`src/rtl/dpvs_pkg.sv`:
```
// Shared types, codes and constants of the converter power-up and volume sequencer.
package dpvs_pkg;

	// Command codes carried in the input tuser
	localparam logic [2:0] MODE_TICK   = 3'd0;
	localparam logic [2:0] MODE_START  = 3'd1;
	localparam logic [2:0] MODE_MUTE   = 3'd2;
	localparam logic [2:0] MODE_VOLUME = 3'd3;
	localparam logic [2:0] MODE_FORMAT = 3'd4;

	// Transfer kinds
	localparam logic [1:0] KIND_NONE      = 2'd0;
	localparam logic [1:0] KIND_REGISTER  = 2'd1;
	localparam logic [1:0] KIND_BOOTSTRAP = 2'd2;

	// Converter register selects
	localparam logic [1:0] REG_MUTE    = 2'd0;
	localparam logic [1:0] REG_LEFT    = 2'd1;
	localparam logic [1:0] REG_RIGHT   = 2'd2;
	localparam logic [1:0] REG_CONTROL = 2'd3;

	// Register data bytes
	localparam logic [7:0] MUTE_ON_VALUE  = 8'hD8;
	localparam logic [7:0] MUTE_OFF_VALUE = 8'hC0;
	localparam logic [7:0] CONTROL_VALUE  = 8'hB0;

	// Configuration register indexes
	localparam logic [2:0] CFG_RESET_ASSERT  = 3'd0;
	localparam logic [2:0] CFG_RESET_RELEASE = 3'd1;
	localparam logic [2:0] CFG_SELECT_SETUP  = 3'd2;
	localparam logic [2:0] CFG_BETWEEN       = 3'd3;
	localparam logic [2:0] CFG_COUNT         = 3'd4;

	// Volume: floor of -127.5 dB in Q8.8, half-dB steps of 128 LSBs
	localparam logic signed [15:0] VOL_FLOOR  = -16'sh7F80;
	localparam int                 STEP_Q8    = 128;
	localparam int                 STEP_SHIFT = $clog2(STEP_Q8);
	localparam logic [15:0]        STEP_HALF  = 16'(STEP_Q8 / 2);

	// Phase codes as shown on the result
	localparam logic [2:0] PH_CODE_IDLE     = 3'd0;
	localparam logic [2:0] PH_CODE_WRESET   = 3'd1;
	localparam logic [2:0] PH_CODE_WRELEASE = 3'd2;
	localparam logic [2:0] PH_CODE_WSELECT  = 3'd3;
	localparam logic [2:0] PH_CODE_WBETWEEN = 3'd4;
	localparam logic [2:0] PH_CODE_READY    = 3'd5;
	localparam logic [2:0] PH_CODE_FAULT    = 3'd6;

	// Result queue depth
	localparam int QDEPTH = 4;
	localparam int QPTR_W = $clog2(QDEPTH);
	localparam int QCNT_W = $clog2(QDEPTH + 1);

	typedef enum logic [6:0] {
		PH_IDLE     = 7'b0000001,
		PH_WRESET   = 7'b0000010,
		PH_WRELEASE = 7'b0000100,
		PH_WSELECT  = 7'b0001000,
		PH_WBETWEEN = 7'b0010000,
		PH_READY    = 7'b0100000,
		PH_FAULT    = 7'b1000000
	} phase_t;

	// One executed command, waiting to be shown as one or two result items
	typedef struct packed {
		logic       acc;
		logic [1:0] kind;
		logic [1:0] rsel;
		logic [7:0] rval;
		logic [3:0] idx;
		logic       rst;
		logic       sel;
		logic       muted;
		logic [2:0] phase_code;
		logic       two;
	} job_t;

	function automatic logic [2:0] phase_to_code(input phase_t ph);
		logic [2:0] code;
		case (ph)
			PH_IDLE:     code = PH_CODE_IDLE;
			PH_WRESET:   code = PH_CODE_WRESET;
			PH_WRELEASE: code = PH_CODE_WRELEASE;
			PH_WSELECT:  code = PH_CODE_WSELECT;
			PH_WBETWEEN: code = PH_CODE_WBETWEEN;
			PH_READY:    code = PH_CODE_READY;
			PH_FAULT:    code = PH_CODE_FAULT;
			default:     code = PH_CODE_IDLE;
		endcase
		return code;
	endfunction

endpackage

```
`src/rtl/dac_powerup_and_volume_sequencer.sv`:
```
// Top level of the converter power-up and volume sequencer.
//
// Channel   Dir  Handshake          Payload
// s_*       in   s_tvalid/s_tready  tuser: mode; tdata: time, mute, volume, format, bus ok
// m_*       out  m_tvalid/m_tready  tuser: write kind; tdata: status and write; tlast
// cfg_*     in   cfg_we             cfg_index, cfg_data
//
// One input item is accepted per cycle while the four-entry queue has room;
// each executes in the cycle it is accepted. Results leave one per cycle from
// the output register while m_tready is high, so a volume command (two results)
// holds the output for both of its items in turn. Reset is asynchronous and
// active low and needs no clearing pass. Output stalls fill the queue and then hold s_tready low.
module dac_powerup_and_volume_sequencer import dpvs_pkg::*; #(
	parameter int MAX_BOOTSTRAP = 16
) (
	input  logic        clk,
	input  logic        arst_n,
	input  logic        cfg_we,
	input  logic [2:0]  cfg_index,
	input  logic [15:0] cfg_data,
	input  logic        s_tvalid,
	output logic        s_tready,
	// bits: now_time[31:0], mute_request[32], volume_db_q8[48:33],
	// format_selector[56:49], bus_ok[57], zero fill [63:58]
	input  logic [63:0] s_tdata,
	// bits: mode[2:0]
	input  logic [2:0]  s_tuser,
	output logic        m_tvalid,
	input  logic        m_tready,
	// bits: accepted[0], register_select[2:1], register_value[10:3],
	// bootstrap_index[14:11], reset_line[15], select_line[16], muted_flag[17],
	// fault_flag[18], phase_code[21:19], zero fill [23:22]
	output logic [23:0] m_tdata,
	// bits: write_kind[1:0]
	output logic [1:0]  m_tuser,
	output logic        m_tlast
);

	logic take, full, pop, nonempty;
	job_t job, head;

	assign s_tready = !full;
	assign take     = s_tvalid && s_tready;

	dpvs_front #(
		.MAX_BOOTSTRAP(MAX_BOOTSTRAP)
	) u_front (
		.clk            (clk),
		.arst_n         (arst_n),
		.cfg_we         (cfg_we),
		.cfg_index      (cfg_index),
		.cfg_data       (cfg_data),
		.take           (take),
		.mode           (s_tuser),
		.now_time       (s_tdata[31:0]),
		.mute_request   (s_tdata[32]),
		.volume_db_q8   (s_tdata[48:33]),
		.format_selector(s_tdata[56:49]),
		.bus_ok         (s_tdata[57]),
		.job            (job)
	);

	dpvs_queue u_queue (
		.clk     (clk),
		.arst_n  (arst_n),
		.push    (take),
		.push_job(job),
		.full    (full),
		.pop     (pop),
		.nonempty(nonempty),
		.head    (head)
	);

	dpvs_back u_back (
		.clk     (clk),
		.arst_n  (arst_n),
		.nonempty(nonempty),
		.head    (head),
		.pop     (pop),
		.m_tvalid(m_tvalid),
		.m_tready(m_tready),
		.m_tdata (m_tdata),
		.m_tuser (m_tuser),
		.m_tlast (m_tlast)
	);

endmodule

```
`src/rtl/dpvs_front.sv`:
```
// Front end: configuration registers, sequencer state and per-command execution.
module dpvs_front import dpvs_pkg::*; #(
	parameter int MAX_BOOTSTRAP = 16
) (
	input  logic        clk,
	input  logic        arst_n,
	input  logic        cfg_we,
	input  logic [2:0]  cfg_index,
	input  logic [15:0] cfg_data,
	input  logic        take,
	input  logic [2:0]  mode,
	input  logic [31:0] now_time,
	input  logic        mute_request,
	input  logic [15:0] volume_db_q8,
	input  logic [7:0]  format_selector,
	input  logic        bus_ok,
	output job_t        job
);

	logic [15:0] assert_time_q, release_time_q, setup_time_q, between_time_q;
	logic [4:0]  count_q;

	phase_t      phase_q, nphase;
	logic [31:0] deadline_q, ndead;
	logic [4:0]  pos_q, npos;
	logic        muted_q, nmuted, reset_q, nrst, select_q, nsel;

	logic [31:0]        diff;
	logic               reached;
	logic [4:0]         cnt_eff;
	logic [4:0]         pos_inc;
	logic signed [15:0] vol, vclamp;
	logic [15:0]        mag, mag_rnd;
	logic [7:0]         vol_val;

	logic       acc, two;
	logic [1:0] kind, rsel;
	logic [7:0] rval;
	logic [3:0] idx;

	// Write configuration registers
	always_ff @(posedge clk or negedge arst_n) begin
		if (!arst_n) begin
			assert_time_q  <= 16'd1;
			release_time_q <= 16'd1;
			setup_time_q   <= 16'd0;
			between_time_q <= 16'd0;
			count_q        <= 5'd1;
		end else if (cfg_we) begin
			case (cfg_index)
				CFG_RESET_ASSERT:  assert_time_q  <= cfg_data;
				CFG_RESET_RELEASE: release_time_q <= cfg_data;
				CFG_SELECT_SETUP:  setup_time_q   <= cfg_data;
				CFG_BETWEEN:       between_time_q <= cfg_data;
				CFG_COUNT:         count_q        <= cfg_data[4:0];
				default:           ;
			endcase
		end
	end

	// Wrap-safe deadline test and bootstrap count limits
	assign diff    = now_time - deadline_q;
	assign reached = !diff[31];
	always_comb begin
		if (count_q == 5'd0)
			cnt_eff = 5'd1;
		else if (32'(count_q) > MAX_BOOTSTRAP)
			cnt_eff = 5'(MAX_BOOTSTRAP);
		else
			cnt_eff = count_q;
	end
	assign pos_inc = pos_q + 5'd1;

	// Clamp volume to 0 .. -127.5 dB and round to half-dB attenuation steps
	assign vol = volume_db_q8;
	always_comb begin
		if (vol > 16'sd0)
			vclamp = 16'sd0;
		else if (vol < VOL_FLOOR)
			vclamp = VOL_FLOOR;
		else
			vclamp = vol;
	end
	assign mag     = 16'(-vclamp);
	assign mag_rnd = mag + STEP_HALF;
	assign vol_val = mag_rnd[STEP_SHIFT +: 8];

	// Execute one command against the current state
	always_comb begin
		nphase = phase_q;
		ndead  = deadline_q;
		npos   = pos_q;
		nmuted = muted_q;
		nrst   = reset_q;
		nsel   = select_q;
		acc    = 1'b0;
		two    = 1'b0;
		kind   = KIND_NONE;
		rsel   = REG_MUTE;
		rval   = 8'd0;
		idx    = 4'd0;
		case (mode)
			MODE_TICK: begin
				if (reached) begin
					case (phase_q)
						PH_WRESET: begin
							nrst   = 1'b0;
							ndead  = now_time + 32'(release_time_q);
							nphase = PH_WRELEASE;
							acc    = 1'b1;
						end
						PH_WRELEASE, PH_WBETWEEN: begin
							nsel   = 1'b1;
							ndead  = now_time + 32'(setup_time_q);
							nphase = PH_WSELECT;
							acc    = 1'b1;
						end
						PH_WSELECT: begin
							nsel = 1'b0;
							if (pos_q >= cnt_eff) begin
								nphase = PH_READY;
								acc    = 1'b1;
							end else begin
								kind = KIND_BOOTSTRAP;
								idx  = pos_q[3:0];
								if (!bus_ok) begin
									nrst   = 1'b1;
									nphase = PH_FAULT;
								end else begin
									npos = pos_inc;
									acc  = 1'b1;
									if (pos_inc >= cnt_eff) begin
										nphase = PH_READY;
									end else begin
										ndead  = now_time + 32'(between_time_q);
										nphase = PH_WBETWEEN;
									end
								end
							end
						end
						default: ;
					endcase
				end
			end
			MODE_START: begin
				nsel   = 1'b0;
				nrst   = 1'b1;
				npos   = 5'd0;
				nmuted = 1'b1;
				ndead  = now_time + 32'(assert_time_q);
				nphase = PH_WRESET;
				acc    = 1'b1;
			end
			MODE_MUTE, MODE_VOLUME, MODE_FORMAT: begin
				if (phase_q == PH_READY &&
				    (mode != MODE_FORMAT || format_selector == 8'd0)) begin
					kind = KIND_REGISTER;
					nsel = 1'b0;
					if (mode == MODE_MUTE) begin
						rsel = REG_MUTE;
						rval = mute_request ? MUTE_ON_VALUE : MUTE_OFF_VALUE;
					end else if (mode == MODE_VOLUME) begin
						rsel = REG_LEFT;
						rval = vol_val;
						two  = 1'b1;
					end else begin
						rsel = REG_CONTROL;
						rval = CONTROL_VALUE;
					end
					if (!bus_ok) begin
						nrst   = 1'b1;
						nmuted = 1'b1;
						nphase = PH_FAULT;
					end else begin
						acc = 1'b1;
						if (mode == MODE_MUTE)
							nmuted = mute_request;
					end
				end
			end
			default: ;
		endcase
	end

	// Advance state on each accepted item
	always_ff @(posedge clk or negedge arst_n) begin
		if (!arst_n) begin
			phase_q    <= PH_IDLE;
			deadline_q <= 32'd0;
			pos_q      <= 5'd0;
			muted_q    <= 1'b1;
			reset_q    <= 1'b0;
			select_q   <= 1'b0;
		end else if (take) begin
			phase_q    <= nphase;
			deadline_q <= ndead;
			pos_q      <= npos;
			muted_q    <= nmuted;
			reset_q    <= nrst;
			select_q   <= nsel;
		end
	end

	// Hand the executed command to the queue with the state after it
	always_comb begin
		job.acc        = acc;
		job.kind       = kind;
		job.rsel       = rsel;
		job.rval       = rval;
		job.idx        = idx;
		job.rst        = nrst;
		job.sel        = nsel;
		job.muted      = nmuted;
		job.phase_code = phase_to_code(nphase);
		job.two        = two;
	end

`ifndef SYNTHESIS
	a_fault_holds_reset: assert property (@(posedge clk) disable iff (!arst_n)
		phase_q == PH_FAULT |-> reset_q)
		else $error("fault phase without reset asserted");
	a_ready_released: assert property (@(posedge clk) disable iff (!arst_n)
		phase_q == PH_READY |-> !reset_q && !select_q)
		else $error("ready phase with reset or select asserted");
	a_select_in_setup: assert property (@(posedge clk) disable iff (!arst_n)
		phase_q == PH_WSELECT |-> select_q)
		else $error("select setup wait without select asserted");
`endif

endmodule

```
`src/rtl/dpvs_queue.sv`:
```
// Short queue of executed commands between the front and back ends.
module dpvs_queue import dpvs_pkg::*; (
	input  logic clk,
	input  logic arst_n,
	input  logic push,
	input  job_t push_job,
	output logic full,
	input  logic pop,
	output logic nonempty,
	output job_t head
);

	job_t              mem_q [QDEPTH];
	logic [QPTR_W-1:0] wr_ptr_q, rd_ptr_q;
	logic [QCNT_W-1:0] cnt_q;

	assign full     = cnt_q == QCNT_W'(QDEPTH);
	assign nonempty = cnt_q != '0;
	assign head     = mem_q[rd_ptr_q];

	// Store the pushed item
	always_ff @(posedge clk) begin
		if (push)
			mem_q[wr_ptr_q] <= push_job;
	end

	// Advance pointers and fill count
	always_ff @(posedge clk or negedge arst_n) begin
		if (!arst_n) begin
			wr_ptr_q <= '0;
			rd_ptr_q <= '0;
			cnt_q    <= '0;
		end else begin
			if (push)
				wr_ptr_q <= wr_ptr_q + QPTR_W'(1);
			if (pop)
				rd_ptr_q <= rd_ptr_q + QPTR_W'(1);
			if (push && !pop)
				cnt_q <= cnt_q + QCNT_W'(1);
			else if (pop && !push)
				cnt_q <= cnt_q - QCNT_W'(1);
		end
	end

`ifndef SYNTHESIS
	a_no_overrun: assert property (@(posedge clk) disable iff (!arst_n)
		(push && !pop |-> !full) and (pop |-> nonempty))
		else $error("queue overrun or underrun");
`endif

endmodule

```
`src/rtl/dpvs_back.sv`:
```
// Back end: expands queued commands into result items behind an output register.
module dpvs_back import dpvs_pkg::*; (
	input  logic        clk,
	input  logic        arst_n,
	input  logic        nonempty,
	input  job_t        head,
	output logic        pop,
	output logic        m_tvalid,
	input  logic        m_tready,
	output logic [23:0] m_tdata,
	output logic [1:0]  m_tuser,
	output logic        m_tlast
);

	logic        m_tvalid_q, half_q;
	logic [23:0] m_tdata_q;
	logic [1:0]  m_tuser_q;
	logic        m_tlast_q;
	logic        load, second;
	logic [1:0]  rsel;

	// Load when the output register is free or being drained
	assign load   = nonempty && (!m_tvalid_q || m_tready);
	assign second = head.two && half_q;
	assign pop    = load && !(head.two && !half_q);
	assign rsel   = second ? REG_RIGHT : head.rsel;

	always_ff @(posedge clk or negedge arst_n) begin
		if (!arst_n) begin
			m_tvalid_q <= 1'b0;
			half_q     <= 1'b0;
		end else begin
			if (load) begin
				m_tvalid_q <= 1'b1;
				half_q     <= head.two && !half_q;
			end else if (m_tready) begin
				m_tvalid_q <= 1'b0;
			end
		end
	end

	// Pack the result item
	always_ff @(posedge clk) begin
		if (load) begin
			m_tdata_q <= {2'b00, head.phase_code, head.phase_code == PH_CODE_FAULT,
			              head.muted, head.sel, head.rst, head.idx, head.rval, rsel,
			              head.acc};
			m_tuser_q <= head.kind;
			m_tlast_q <= !(head.two && !half_q);
		end
	end

	assign m_tvalid = m_tvalid_q;
	assign m_tdata  = m_tdata_q;
	assign m_tuser  = m_tuser_q;
	assign m_tlast  = m_tlast_q;

`ifndef SYNTHESIS
	a_pair_shown: assert property (@(posedge clk) disable iff (!arst_n)
		half_q |-> m_tvalid_q && !m_tlast_q)
		else $error("second half pending without first half shown");
`endif

endmodule
```
`config.mk`:
```
export PLATFORM = sky130hd
export DESIGN_NAME = dac_powerup_and_volume_sequencer
export DESIGN_NICKNAME = d
export VERILOG_FILES = /design/src/rtl/dpvs_pkg.sv /design/src/rtl/dac_powerup_and_volume_sequencer.sv /design/src/rtl/dpvs_front.sv /design/src/rtl/dpvs_queue.sv /design/src/rtl/dpvs_back.sv
export SDC_FILE = /design/constraint.sdc
export NUM_CORES = 1
export LEC_CHECK = 0
export BUFFER_PORTS_ARGS = -buffer_cell sky130_fd_sc_hd__buf_2
export CORE_MARGIN = 5
export CORE_UTILIZATION = 64
export DETAILED_ROUTE_END_ITERATION = 10
export PLACE_DENSITY = 0.95
export SYNTH_ARGS = -nofsm -noshare
export SYNTH_HDL_FRONTEND = slang
export SYNTH_HIERARCHICAL = 1
export SYNTH_SLANG_ARGS = --single-unit
```
`constraint.sdc`:
```
create_clock -name clk -period 8.1 [get_ports clk]
set_clock_uncertainty 0.15 [all_clocks]
set_input_delay 0.405 -clock clk [delete_from_list [all_inputs] [get_ports clk]]
set_output_delay 0.405 -clock clk [all_outputs]
set_load 0.005 [all_outputs]
```
# Yosys cells after proc, flatten, opt, wreduce, memory -nomap -nowiden
# Memory sizes are Yosys's and may differ from the RTL's.
# Cells that the tools add are included.
[word_totals]
mem_bits_rw = 96
memories = 1
register_bits = 150
[classes]
mux = 72
n_eq_ne = 30
n_reduce_logical = 34
magnitude_cmp = 5
addsub = 12
[memory_table]
columns = ["name", "words", "word_bits", "read_ports", "rd_ports_with_merged_regs", "write_ports", "line_no", "rtl"]
rows = [
  ["u_queue.mem_q", 4, 24, 1, 0, 1, "dpvs_queue.sv:13", "job_t mem_q [QDEPTH];"],
]
[op_table]
columns = ["cell", "count"]
rows = [
  ["32-bit by 16-bit adder with 32-bit output", 4],
  ["32-bit two-way mux", 4],
  ["32-bit one-hot mux with 3 select lines", 1],
  ["32-bit one-hot mux with 2 select lines", 1],
  ["7-bit one-hot mux with 3 select lines", 2],
  ["5-bit two-way mux", 7],
  ["7-bit two-way mux", 5],
  ["8-bit two-way mux", 4],
  ["32-bit subtractor", 1],
  ["15-bit two-way mux", 2],
  ["1-bit two-way mux", 22],
  ["3-bit one-hot mux with 6 select lines", 1],
  ["16-bit by 1-bit greater-than comparator with 1-bit output (second input constant)", 1],
  ["16-bit < comparator (second input constant)", 1],
  ["4-bit two-way mux", 4],
  ["15-bit by 7-bit adder with 15-bit output (second input constant)", 1],
  ["15-bit negation", 1],
  ["7-bit by 2-bit equality test with 1-bit output (second input constant)", 2],
  ["7-bit by 3-bit equality test with 1-bit output (second input constant)", 2],
  ["7-bit by 4-bit equality test with 1-bit output (second input constant)", 2],
  ["7-bit by 5-bit equality test with 1-bit output (second input constant)", 2],
  ["7-bit by 6-bit equality test with 1-bit output (second input constant)", 2],
  ["2-bit two-way mux", 7],
  ["3-bit by 2-bit equality test with 1-bit output (second input constant)", 4],
  ["other kinds (32)", 70],
]

# Depth between registers and ports, before layout
# Gate-level depths: netlist of run 1.
[logic_depth]
depth_word = 12
ltp_mapped = 20
depth_no_buf = 18

# Cells and area by module
# Netlist of run 1, hierarchy kept.
[by_module_without_submodules]
columns = ["mod", "n_inst", "cells_each", "area_per_inst_um2", "seq_area_each_um2"]
rows = [
  ["dpvs_front", 1, 833, 7832.5, 2909.0],
  ["dpvs_queue", 1, 160, 3903.7, 3057.9],
  ["dpvs_back", 1, 42, 905.9, 800.8],
  ["dac_powerup_and_volume_sequencer", 1, 2, 10.0, 0.0],
]

# Least setup slack after synthesis of run 1
# No wires, ideal clock.
[synth_timing]
path_kind = "register to register"
start = "register u_front.phase_q[3]"
end = "register u_front.deadline_q[21]"
path_stages_with_launch = 18
required_time_ps = 7829
setup_slack_ps = 3871
t_arrival_ps = 3959
cell_sequence = "dfrtp_1 > nor4_1 > and2_1 > clkbuf_1 > clkbuf_1 > a22oi_1 > a31oi_1 > ha_1 > a21o_1 > a21oi_1 > nor2b_1 > o21a_1 > o2111a_1 > o31a_1 > o21ai_1 > nor3_1 > xnor2_1 > o21ai_1"
[synth_via]
elab_chain_len = 5
[synth_lines]
columns = ["element", "line_no", "rtl"]
rows = [
  ["from (decl)", "dpvs_front.sv:23", "phase_t phase_q, nphase;"],
  ["from (signal assigned)", "dpvs_front.sv:195", "phase_q <= nphase;"],
  ["7-bit by 3-bit equality test with 1-bit output / 7-bit by 5-bit equality test with 1-bit output (equally long branches)", "dpvs_front.sv:105", "case (phase_q)"],
  ["2-bit OR reduction", "-", ""],
  ["32-bit one-hot mux with 3 select lines", "dpvs_front.sv:105", ""],
  ["32-bit two-way mux", "dpvs_front.sv:104", "if (reached) begin"],
  ["32-bit one-hot mux with 2 select lines", "dpvs_front.sv:102", "case (mode)"],
  ["to (signal assigned)", "dpvs_front.sv:196", "deadline_q <= ndead;"],
  ["to (decl)", "dpvs_front.sv:24", "logic [31:0] deadline_q, ndead;"],
]
# Several ways; a longest one is shown, not always the timed one. The select of a mux whose other input is x is not followed.
# A chain may end at the register's enable or synchronous reset.

# Final worst setup path of run 1
[layout_timing]
start = "register u_front.phase_q[0]"
end = "register u_front.deadline_q[23]"
# Same word-level chain as after synthesis.

==> impl_metrics.env, run 1 <==
export IMPL_number_of_buffers_added_by_the_clock_tree_synthesis_step=24
export IMPL_reg2reg_from="u_front/phase_q[0]"
export IMPL_synth_cell_type_count=87
export IMPL_rrSetupSlack_ps=3170
export IMPL_area_delta_synth_final_pct=12.4
export IMPL_cts_clk_slew_worst_paths_ps=60
export IMPL_wire_length_after_detailed_routing_um=28600
export IMPL_critPathCapture="u_front/deadline_q[23]"
export IMPL_drcViolationCount=0
export IMPL_fin_ws_ps=3170
export IMPL_critPathLaunch="u_front/phase_q[0]"
export IMPL_design_core_area_um2=19500
export IMPL_synth_avg_cell_area_um2=12.2
export IMPL_route_antenna_remaining_nets=0
export IMPL_p_per_area_nw_per_um2=335
export IMPL_grt_util_all_layers_pct=26.1
export IMPL_internal_power_mw=3.13
export IMPL_cts_resized_gates=0
export IMPL_max_cap_violations=0
export IMPL_hold_path_class="input pin to register"
export IMPL_cts_sink_count=246
export IMPL_antenna_violations_before_repair=0
export IMPL_crit_path_end_kind="register"
export IMPL_critPathKind="register to register"
export IMPL_async_reset_ff_share_pct=50.8
export IMPL_power_share_switching_pct=34.3
export IMPL_ys_warnings_count=6
export IMPL_port_buffers=111
export IMPL_finalHoldViolCount=0
export IMPL_fmax_mhz=203
export IMPL_crit_fanout=20
export IMPL_combinationalPowerShare_pct=36.7
export IMPL_post_place_cells=1386
export IMPL_grt_start_max_net_pins=74
export IMPL_layout_drive_gt1_share_pct=24.6
export IMPL_viasPerCell=6.15
export IMPL_post_synth_edffs=121
export IMPL_ir_worst_vdd_mv=0.202
export IMPL_die_w_um=151
export IMPL_vias_in_the_first_global_route=9075
export IMPL_num_rows=51
export IMPL_rsz0062_at_grt="no"
export IMPL_die_area_um2=22700
export IMPL_ctsRootBufferMaster="sky130_fd_sc_hd__clkbuf_16"
export IMPL_yosys_most_used_dff="sky130_fd_sc_hd__edfxtp_1"
export IMPL_clock_tree_from_tritoncts="yes"
export IMPL_layout_cell_area_non_filler_um2=14200
export IMPL_leakagePower_nw=5.92
export IMPL_via_count=8808
export IMPL_fin_nets=1303
export IMPL_timing_critical_path_required_ps=8320
export IMPL_synth_seq_area_share_pct=53.5
export IMPL_boundaryPins=120
export IMPL_start_util_pct=65.0
export IMPL_insertion_delay_ps=510
export IMPL_layoutNonFillerInstCount=1432
export IMPL_post_dp_cell_area_um2=13400
export IMPL_clock_tree_htree_level_count=1
export IMPL_finalCritPeriodShare_pct=60.9
export IMPL_power_sequential_fraction_pct=40.1
export IMPL_synth_cells=1037
export IMPL_gp_congestion=0.913
export IMPL_hpwl_after_dpl_um=19200
export IMPL_arrival_time_at_the_worst_endpoint_ps=5150
export IMPL_synth_cell_area_um2=12700
export IMPL_fin_crit_ps=4930
export IMPL_final_util_pct=73.0
export IMPL_final_max_slew_viol_count=0
export IMPL_max_slew_margin_pct=19.4
export IMPL_clock_tree_buffer_depth=3
export IMPL_die_extent_in_y_um=151
export IMPL_routed_wire_length_per_instance_um=20.0
export IMPL_clockPowerShare_pct=23.2
export IMPL_power_net_switching_mw=1.63
export IMPL_reg2reg_capture_point="u_front/deadline_q[23]"
export IMPL_drtIter0Drc=746
export IMPL_detailedPlace_worstSlack_ps=3240
export IMPL_worst_slew_pin_transition_ps=1210
export IMPL_timing_final_setup_violations=0
export IMPL_run_status="finished, final reports clean"
export IMPL_grt_total_ovfl=0
export IMPL_worst_r2r_cell_count=18
export IMPL_dr_pass1_iters=5
export IMPL_global_route_wire_length_before_repair_um=46900
export IMPL_synth_seq_cells=246
export IMPL_power_total_mw=4.76
export IMPL_fin_setup_tns_ps=0
export IMPL_cp_start_kind="register"
export IMPL_final_hold_worst_slack_ps=18.0
[cell type report]
type / count / area [µm²]
flip-flops and latches: 246 / 6770
multi-input cells: 694 / 5450
fillers: 1194 / 5250
repair buffers: 127 / 681
clock buffers: 36 / 676
well taps: 265 / 332
inverters: 55 / 206
clock inverters: 8 / 104
diodes: 1 / 2.50
[power groups by stage]
stage          sequential, mW  clock (mW)  combinational, mW
2_1_floorplan            1.88           0               1.29
6_report                 1.91        1.11               1.75
5_1_grt                  1.95        1.18               1.94
4_1_cts                  1.91        1.12               1.74
3_5_place_dp             1.93           0               1.70
3_3_place_gp             1.89           0               1.61
[cells in the final DEF, fill, tap and decap left out, types with 15 or more instances in the layout]
cell type,n
sky130_fd_sc_hd__nand3_1,15
sky130_fd_sc_hd__a21oi_1,39
sky130_fd_sc_hd__dfrtp_1,120
sky130_fd_sc_hd__clkbuf_16,24
sky130_fd_sc_hd__o21ai_0,41
sky130_fd_sc_hd__buf_4,16
sky130_fd_sc_hd__a21o_1,16
sky130_fd_sc_hd__inv_1,55
sky130_fd_sc_hd__ha_1,62
sky130_fd_sc_hd__buf_2,110
sky130_fd_sc_hd__mux4_2,18
sky130_fd_sc_hd__nand2_1,103
sky130_fd_sc_hd__xnor2_1,34
sky130_fd_sc_hd__o21ai_1,21
sky130_fd_sc_hd__a31oi_1,22
sky130_fd_sc_hd__edfxtp_1,121
sky130_fd_sc_hd__mux2_2,75
sky130_fd_sc_hd__a22oi_1,16
sky130_fd_sc_hd__nor2_1,70
[worst max-delay path, stage by stage (launching register included)]
cell	delay, ps
sky130_fd_sc_hd__dfstp_2	560
sky130_fd_sc_hd__nor3_2	60
sky130_fd_sc_hd__nand2_1	180
sky130_fd_sc_hd__nor3b_2	70
sky130_fd_sc_hd__buf_4	220
sky130_fd_sc_hd__nor2_1	470
sky130_fd_sc_hd__nand2_1	110
sky130_fd_sc_hd__a31oi_1	330
sky130_fd_sc_hd__ha_1	310
sky130_fd_sc_hd__a21o_1	170
sky130_fd_sc_hd__a21oi_1	250
sky130_fd_sc_hd__nor2b_1	100
sky130_fd_sc_hd__o21a_1	210
sky130_fd_sc_hd__o2111a_1	270
sky130_fd_sc_hd__o31a_1	300
sky130_fd_sc_hd__o21ai_1	630
sky130_fd_sc_hd__nor2_1	130
sky130_fd_sc_hd__xnor2_1	170
sky130_fd_sc_hd__o21ai_1	70
[state kept, by name, summed over array words and instances (netlist names)]
register                count
u_queue/mem_q              96
u_front/deadline_q         32
u_back/m_tdata             22
u_front/assert_time_q      16
u_front/between_time_q     16
u_front/release_time_q     16
u_front/setup_time_q       16
u_front/phase_q             7
u_front/count_q             5
u_front/pos_q               5
u_queue/cnt_q               3
u_back/m_tuser              2
u_queue/rd_ptr_q            2
u_queue/wr_ptr_q            2
u_back/half_q               1
u_back/m_tlast              1
u_back/m_tvalid             1
u_front/muted_q             1
u_front/reset_q             1
u_front/select_q            1
[timing repair]
action                                  in CTS  in global routing
endpoints found under the setup margin       0                  0
endpoints found under the hold margin       47                  0
buffers inserted                             0                  0
hold buffers                                 1                  0
[worst min-delay path by stage]
| stage | start | end | slack [ps] | cells past startpoint |
|---|---|---|---|---|
| 2_1_floorplan | arst_n | u_back/half_q | -40 | 0 |
| 3_3_place_gp | u_front/deadline_q[0] | u_front/deadline_q[0] | 300 | 2 |
| 3_5_place_dp | u_front/deadline_q[0] | u_front/deadline_q[0] | 320 | 2 |
| 4_1_cts | cfg_data[14] | u_front/release_time_q[14] | 8 | 2 |
| 5_1_grt | cfg_data[5] | u_front/assert_time_q[5] | 10 | 2 |
| 6_report | cfg_data[6] | u_front/setup_time_q[6] | 20 | 2 |
[synthesized netlist by cell type (10+ instances only)]
cell / number / area (µm²)
sky130_fd_sc_hd__edfxtp_1: 121 / 3630
sky130_fd_sc_hd__dfrtp_1: 120 / 3000
sky130_fd_sc_hd__nand2_1: 103 / 387
sky130_fd_sc_hd__mux2_2: 75 / 845
sky130_fd_sc_hd__nor2_1: 70 / 263
sky130_fd_sc_hd__ha_1: 62 / 776
sky130_fd_sc_hd__inv_1: 55 / 206
sky130_fd_sc_hd__o21ai_0: 41 / 205
sky130_fd_sc_hd__a21oi_1: 39 / 195
sky130_fd_sc_hd__xnor2_1: 34 / 298
sky130_fd_sc_hd__a31oi_1: 22 / 138
sky130_fd_sc_hd__o21ai_1: 21 / 105
sky130_fd_sc_hd__clkbuf_1: 20 / 75.1
sky130_fd_sc_hd__mux4_2: 18 / 405
sky130_fd_sc_hd__a21o_1: 16 / 120
sky130_fd_sc_hd__a22oi_1: 16 / 120
sky130_fd_sc_hd__nand3_1: 15 / 75.1
sky130_fd_sc_hd__and2_1: 11 / 68.8
sky130_fd_sc_hd__buf_4: 10 / 75.1
sky130_fd_sc_hd__nor3_1: 10 / 50.1
[cell families after synthesis]
| family | Yosys count | share of synthesized area [%] |
|---|---|---|
| other cells | 1 | 0.0296 |
| xor+xnor | 43 | 2.98 |
| mux | 103 | 11.5 |
| simple gates | 278 | 10.8 |
| fa+ha+maj | 64 | 6.45 |
| buf+inv | 98 | 3.81 |
| compound gates | 204 | 10.9 |
| flops | 246 | 53.5 |
[per-layer routing]
metal / share of wire (%) / wire length, µm / global-route usage, % / vias to the layer above
met4: 4.1 / 1170 / 9.43 / 0
met1: 38 / 10900 / 32.7 / 4312
met3: 5.7 / 1630 / 3.52 / 95
met5: 0 / 0 / 0 / -
li1: - / - / - / 4017
met2: 52 / 14900 / 46.6 / 384
Power figures use the tool's default switching activity.
==> inputs of run 2 (changes only) <==
Settings changed: CORE_UTILIZATION 64 to 60, PLACE_DENSITY 0.95 to 0.91.
Clock period 8.1 ns to 4.6 ns, I/O delays scaled along.
==> impl_metrics.env, run 2 (synthesis gave the netlist of run 1 again) <==
export IMPL_grt_total_ovfl=0
export IMPL_worst_path_largest_cell_delay_ps=430
export IMPL_leakagePower_nw=6.17
export IMPL_gp_congestion=0.876
export IMPL_fin_crit_ps=4370
export IMPL_final_cell_mix="sky130_fd_sc_hd__edfxtp_1, sky130_fd_sc_hd__dfrtp_1, sky130_fd_sc_hd__buf_2"
export IMPL_layout_drive_gt1_share_pct=24.9
export IMPL_critPathKind="register to register"
export IMPL_cts_sink_count=246
export IMPL_arrival_time_at_the_worst_endpoint_ps=4610
export IMPL_hpwl_after_dpl_um=19800
export IMPL_mostFrequentLayoutCell="sky130_fd_sc_hd__edfxtp_1"
export IMPL_drcViolationCount=0
export IMPL_crit_chain="xnor2_1 -> nor2_1 -> and2_2 -> buf_4 -> a22oi_1 -> a31oi_1 -> ha_1 -> fa_1 -> a21o_1 -> a21o_1 -> a21oi_1 -> o211ai_1 -> a31oi_2 -> nor2b_1 -> o31ai_2 -> buf_4 -> nor2_1 -> xnor2_1 -> o21ai_1"
export IMPL_global_route_wire_length_before_repair_um=47600
export IMPL_drtIter0Drc=844
export IMPL_run_status="finished, final reports clean"
export IMPL_clock_tree_from_tritoncts="yes"
export IMPL_fin_ws_ps=229
export IMPL_crit_fanout=12
export IMPL_port_buffers=111
export IMPL_p_per_area_nw_per_um2=590
export IMPL_fmax_mhz=229
export IMPL_die_extent_in_y_um=155
export IMPL_cts_clk_slew_worst_paths_ps=60
export IMPL_grt_util_all_layers_pct=24.7
export IMPL_antenna_violations_before_repair=3
export IMPL_fin_setup_tns_ps=0
export IMPL_finalCritPeriodShare_pct=95.0
export IMPL_design_core_area_um2=20900
export IMPL_ctsRootBufferMaster="sky130_fd_sc_hd__clkbuf_16"
export IMPL_route_antenna_remaining_nets=0
export IMPL_post_cts_repair_setup_buffers=0
export IMPL_final_max_slew_viol_count=0
export IMPL_max_cap_violations=0
export IMPL_wire_length_after_detailed_routing_um=30100
export IMPL_start_util_pct=60.6
export IMPL_vias_in_the_first_global_route=9023
export IMPL_fillerInstances=1338
export IMPL_cp_start_kind="register"
export IMPL_largest_register_ffs=96
export IMPL_timing_final_setup_violations=0
export IMPL_register_name_with_the_most_flops="u_queue/mem_q"
export IMPL_detailedPlace_worstSlack_ps=376
export IMPL_worst_slew_pin_transition_ps=1240
export IMPL_rsz0062_at_grt="no"
export IMPL_hold_path_class="input pin to register"
export IMPL_max_slew_margin_pct=17.2
export IMPL_num_rows=53
export IMPL_insertion_delay_ps=530
export IMPL_crit_path_end_kind="register"
export IMPL_area_delta_synth_final_pct=16.8
export IMPL_finalHoldViolCount=0
export IMPL_die_area_um2=24100
export IMPL_grt_start_max_net_pins=54
export IMPL_critPathSlowestCell="sky130_fd_sc_hd__dfrtp_1"
export IMPL_via_count=9151
export IMPL_die_w_um=155
export IMPL_number_of_buffers_added_by_the_clock_tree_synthesis_step=26
export IMPL_fin_nets=1350
export IMPL_boundaryPins=120
export IMPL_clock_tree_htree_level_count=1
export IMPL_ir_worst_vdd_mv=0.400
export IMPL_dr_pass1_iters=7
export IMPL_clock_tree_buffer_depth=3
export IMPL_routed_wire_length_per_instance_um=20.2
export IMPL_viasPerCell=6.14
export IMPL_timing_critical_path_required_ps=4840
-- run 2: where the power goes --
part / leakage (nW) / internal (mW) / switching, mW
clock network: 0.433 / 1.32 / 0.857
registers: 2.65 / 3.06 / 0.321
logic: 3.10 / 1.37 / 1.78
-- run 2: layout make-up --
cell class / instances / area (µm²) / area share (%)
Sequential cell: 246 / 6770 / 45.8
Multi-Input combinational cell: 694 / 5460 / 37.0
Timing Repair Buffer: 172 / 1110 / 7.49
Clock buffer: 32 / 673 / 4.56
Tap cell: 275 / 344 / 2.33
Clock inverter: 15 / 211 / 1.43
Inverter: 55 / 206 / 1.40
Antenna cell: 2 / 5.00 / 0.0339
-- run 2: timing repair --
| action | CTS | global route |
|---|---|---|
| endpoints found under the setup margin | 0 | 9 |
| resized for setup | 0 | 4 |
| hold buffers | 36 | 0 |
| hold endpoints to repair | 128 | 0 |
-- run 2: final timing paths --
path | from | to | slack [ps] | cells after the start
worst max-delay path | u_front/phase_q[2] | u_front/deadline_q[24] | 230 | 19
worst min-delay path | s_tdata[1] | u_front/deadline_q[1] | 20 | 4
worst max register to register | u_front/phase_q[2] | u_front/deadline_q[24] | 230 | 19
worst min register to register | u_front/deadline_q[0] | u_front/deadline_q[0] | 330 | 2
max in group asynchronous | arst_n | u_front/pos_q[1] | 3160 | 3
min in group asynchronous | arst_n | u_front/release_time_q[7] | 60 | 2
-- run 2: through the flow --
| stage | power, mW | utilization, % | area, µm² | instances | hold WS (ps) |
|---|---|---|---|---|---|
| floorplan | 5.58 | - | 12700 | 1038 | -216 |
| global placement | 6.20 | 64.7 | 13500 | 1406 | 69.1 |
| detailed placement | 6.43 | 64.7 | 13500 | 1406 | 69.5 |
| CTS | 8.69 | 70.6 | 14800 | 1489 | 4.54 |
| global route | 9.22 | 70.7 | 14800 | 1490 | 60.9 |
| finish | 8.71 | 70.7 | 14800 | 1491 | 24.2 |
-- run 2: critical path, delay by kind of cell (launching register included) --
kind	cells	cell delay, ps
AO/OA/AOI/OAI	9	1680
adder cells (fa/ha/maj)	2	680
AND/OR/NAND/NOR	4	490
flip-flops	1	430
buffers and inverters	2	430
XOR/XNOR	2	380
-- run 2: metal layers --
metal | vias up | wire [µm] | global-route usage (%)
met5 | - | 21 | 0
met3 | 88 | 2220 | 3.48
li1 | 4123 | - | -
met2 | 471 | 15600 | 45.0
met1 | 4465 | 11200 | 30.6
met4 | 4 | 993 | 7.75
==> inputs of run 3 (changes only) <==
--- a/config.mk
+++ b/config.mk
@@ -10,5 +10,5 @@
 export CORE_UTILIZATION = 60
 export DETAILED_ROUTE_END_ITERATION = 10
-export PLACE_DENSITY = 0.91
+export PLACE_DENSITY = 0.86
 export SYNTH_ARGS = -nofsm -noshare
 export SYNTH_HDL_FRONTEND = slang
==> constraint.sdc (replaced) <==
create_clock -name clk -period 4.6 [get_ports clk]
set_clock_uncertainty 0.15 [all_clocks]
set_input_delay 0.92 -clock clk [delete_from_list [all_inputs] [get_ports clk]]
set_output_delay 0.92 -clock clk [all_outputs]
set_load 0.005 [all_outputs]
==> impl_metrics.env, run 3 (synthesis gave the netlist of run 1 again) <==
export IMPL_via_count=8636
export IMPL_gp_congestion=0.900
export IMPL_finalCritPeriodShare_pct=93.2
export IMPL_layout_drive_gt1_share_pct=26.0
export IMPL_critPathKind="register to register"
export IMPL_finalHoldViolCount=0
export IMPL_grt_util_all_layers_pct=23.2
export IMPL_wire_length_after_detailed_routing_um=28200
export IMPL_fin_setup_tns_ps=0
export IMPL_mostFrequentLayoutCell="sky130_fd_sc_hd__edfxtp_1"
export IMPL_grt_start_max_net_pins=65
export IMPL_final_hold_worst_slack_ps=326
export IMPL_crit_path_end_kind="register"
export IMPL_die_w_um=155
export IMPL_timing_final_setup_violations=0
export IMPL_viasPerCell=5.93
export IMPL_num_rows=53
export IMPL_max_slew_margin_pct=24.9
export IMPL_design_core_area_um2=20900
export IMPL_dr_pass1_iters=5
export IMPL_final_util_pct=69.0
export IMPL_hold_path_class="input pin to async pin"
export IMPL_arrival_time_at_the_worst_endpoint_ps=4520
export IMPL_fin_crit_ps=4290
export IMPL_boundaryPins=120
export IMPL_insertion_delay_ps=520
export IMPL_global_route_wire_length_before_repair_um=45400
export IMPL_clock_tree_buffer_depth=3
export IMPL_final_max_slew_viol_count=0
export IMPL_die_extent_in_y_um=155
export IMPL_post_cts_repair_setup_buffers=0
export IMPL_critPathLaunch="u_front/phase_q[1]"
export IMPL_port_buffers=111
export IMPL_power_sequential_fraction_pct=39.6
export IMPL_antenna_violations_before_repair=1
export IMPL_worst_slew_pin_transition_ps=1120
export IMPL_start_util_pct=60.6
export IMPL_timing_critical_path_required_ps=4840
export IMPL_grt_total_ovfl=0
export IMPL_register_name_with_the_most_flops="u_queue/mem_q"
export IMPL_rrSetupSlack_ps=310
export IMPL_ctsRootBufferMaster="sky130_fd_sc_hd__clkbuf_16"
export IMPL_number_of_buffers_added_by_the_clock_tree_synthesis_step=26
export IMPL_cts_sink_count=246
export IMPL_hpwl_after_dpl_um=19600
export IMPL_cts_hold_buffers=0
export IMPL_fin_nets=1316
export IMPL_reg2reg_capture_point="u_front/deadline_q[20]"
export IMPL_drcViolationCount=0
export IMPL_area_delta_synth_final_pct=13.9
export IMPL_internal_power_mw=5.60
export IMPL_power_net_switching_mw=2.88
export IMPL_max_cap_violations=0
export IMPL_cts_clk_slew_worst_paths_ps=60
export IMPL_run_status="finished, final reports clean"
export IMPL_worst_r2r_cell_count=19
export IMPL_clockPowerShare_pct=23.9
export IMPL_combinationalPowerShare_pct=36.5
export IMPL_leakagePower_nw=6.03
export IMPL_drtIter0Drc=648
export IMPL_p_per_area_nw_per_um2=588
export IMPL_largest_register_ffs=96
export IMPL_die_area_um2=24100
export IMPL_fmax_mhz=233
export IMPL_crit_fanout=8
export IMPL_routed_wire_length_per_instance_um=19.4
export IMPL_critPathCapture="u_front/deadline_q[20]"
export IMPL_clock_tree_from_tritoncts="yes"
export IMPL_rsz0062_at_grt="no"
export IMPL_power_share_switching_pct=34.0
export IMPL_ir_worst_vdd_mv=0.407
export IMPL_route_antenna_remaining_nets=0
export IMPL_final_cell_mix="sky130_fd_sc_hd__edfxtp_1, sky130_fd_sc_hd__dfrtp_1, sky130_fd_sc_hd__buf_2"
export IMPL_cp_start_kind="register"
export IMPL_clock_tree_htree_level_count=1
export IMPL_vias_in_the_first_global_route=8939
export IMPL_reg2reg_from="u_front/phase_q[1]"
==> run 3: how the worst min path moves through the flow <==
stage                                 from                         to  slack [ps]  cells after the start
floorplan            u_front/deadline_q[0]      u_front/deadline_q[0]         290                      2
global placement     u_front/deadline_q[0]      u_front/deadline_q[0]         300                      2
detailed placement   u_front/deadline_q[0]      u_front/deadline_q[0]         310                      2
CTS                 u_front/deadline_q[21]     u_front/deadline_q[21]         340                      2
global route        u_front/deadline_q[28]     u_front/deadline_q[28]         360                      2
finish                              arst_n  u_front/between_time_q[9]         330                      1
==> run 3: final cells by class <==
class                      instances  area (µm²)
sequential                       246        6770
fill                            1451        6480
multi-input combinational        694        5460
timing repair buffer             138         798
clock buffer                      35         746
tap                              275         344
inverter                          55         206
clock inverter                    13        92.6
antenna                            1        2.50
==> run 3: repair_timing <==
action / in CTS / in global routing
hold endpoints to repair: 0 / 0
endpoints found under the setup margin: 0 / 16
gates resized for setup: 0 / 2
==> run 3: through the flow <==
step	cells	instance area, µm²	power [mW]	worst slack [ps]
after floorplan	1038	12700	5.58	150
after global placement	1408	13600	6.23	329
after detailed placement	1408	13600	6.43	217
after CTS	1456	14400	8.51	277
after global routing	1456	14400	8.99	21.1
final	1457	14400	8.48	313
==> run 3: power groups by stage <==
| stage | Combinational [mW] | Clock [mW] | Sequential, mW |
|---|---|---|---|
| after global placement | 2.90 | 0 | 3.33 |
| after global routing | 3.42 | 2.15 | 3.42 |
| after CTS | 3.09 | 2.06 | 3.36 |
| after floorplan | 2.27 | 0 | 3.31 |
| final | 3.09 | 2.03 | 3.36 |
| after detailed placement | 3.04 | 0 | 3.39 |
==> run 3: per-layer routing <==
metal / wire (µm) / GRT usage [%]
met1: 11200 / 28.7
met2: 14700 / 42.0
met5: 9 / 0
met3: 1420 / 3.62
met4: 905 / 7.42
==> run 3: critical path: stages (launching register included) <==
cell and delay [ps]:
sky130_fd_sc_hd__dfrtp_1 470, sky130_fd_sc_hd__nor3_2 220, sky130_fd_sc_hd__nand2_1 150, sky130_fd_sc_hd__nor3b_2 310, sky130_fd_sc_hd__nor2_1 150, sky130_fd_sc_hd__nand2_1 90, sky130_fd_sc_hd__a31oi_1 110, sky130_fd_sc_hd__ha_1 240
sky130_fd_sc_hd__fa_1 420, sky130_fd_sc_hd__a21o_1 200, sky130_fd_sc_hd__a21o_1 200, sky130_fd_sc_hd__a21oi_1 250, sky130_fd_sc_hd__o211ai_1 120, sky130_fd_sc_hd__a31oi_1 290, sky130_fd_sc_hd__nor2b_1 110, sky130_fd_sc_hd__o31ai_2 180
sky130_fd_sc_hd__buf_4 200, sky130_fd_sc_hd__nor2_1 60, sky130_fd_sc_hd__xnor2_1 150, sky130_fd_sc_hd__o21ai_1 80
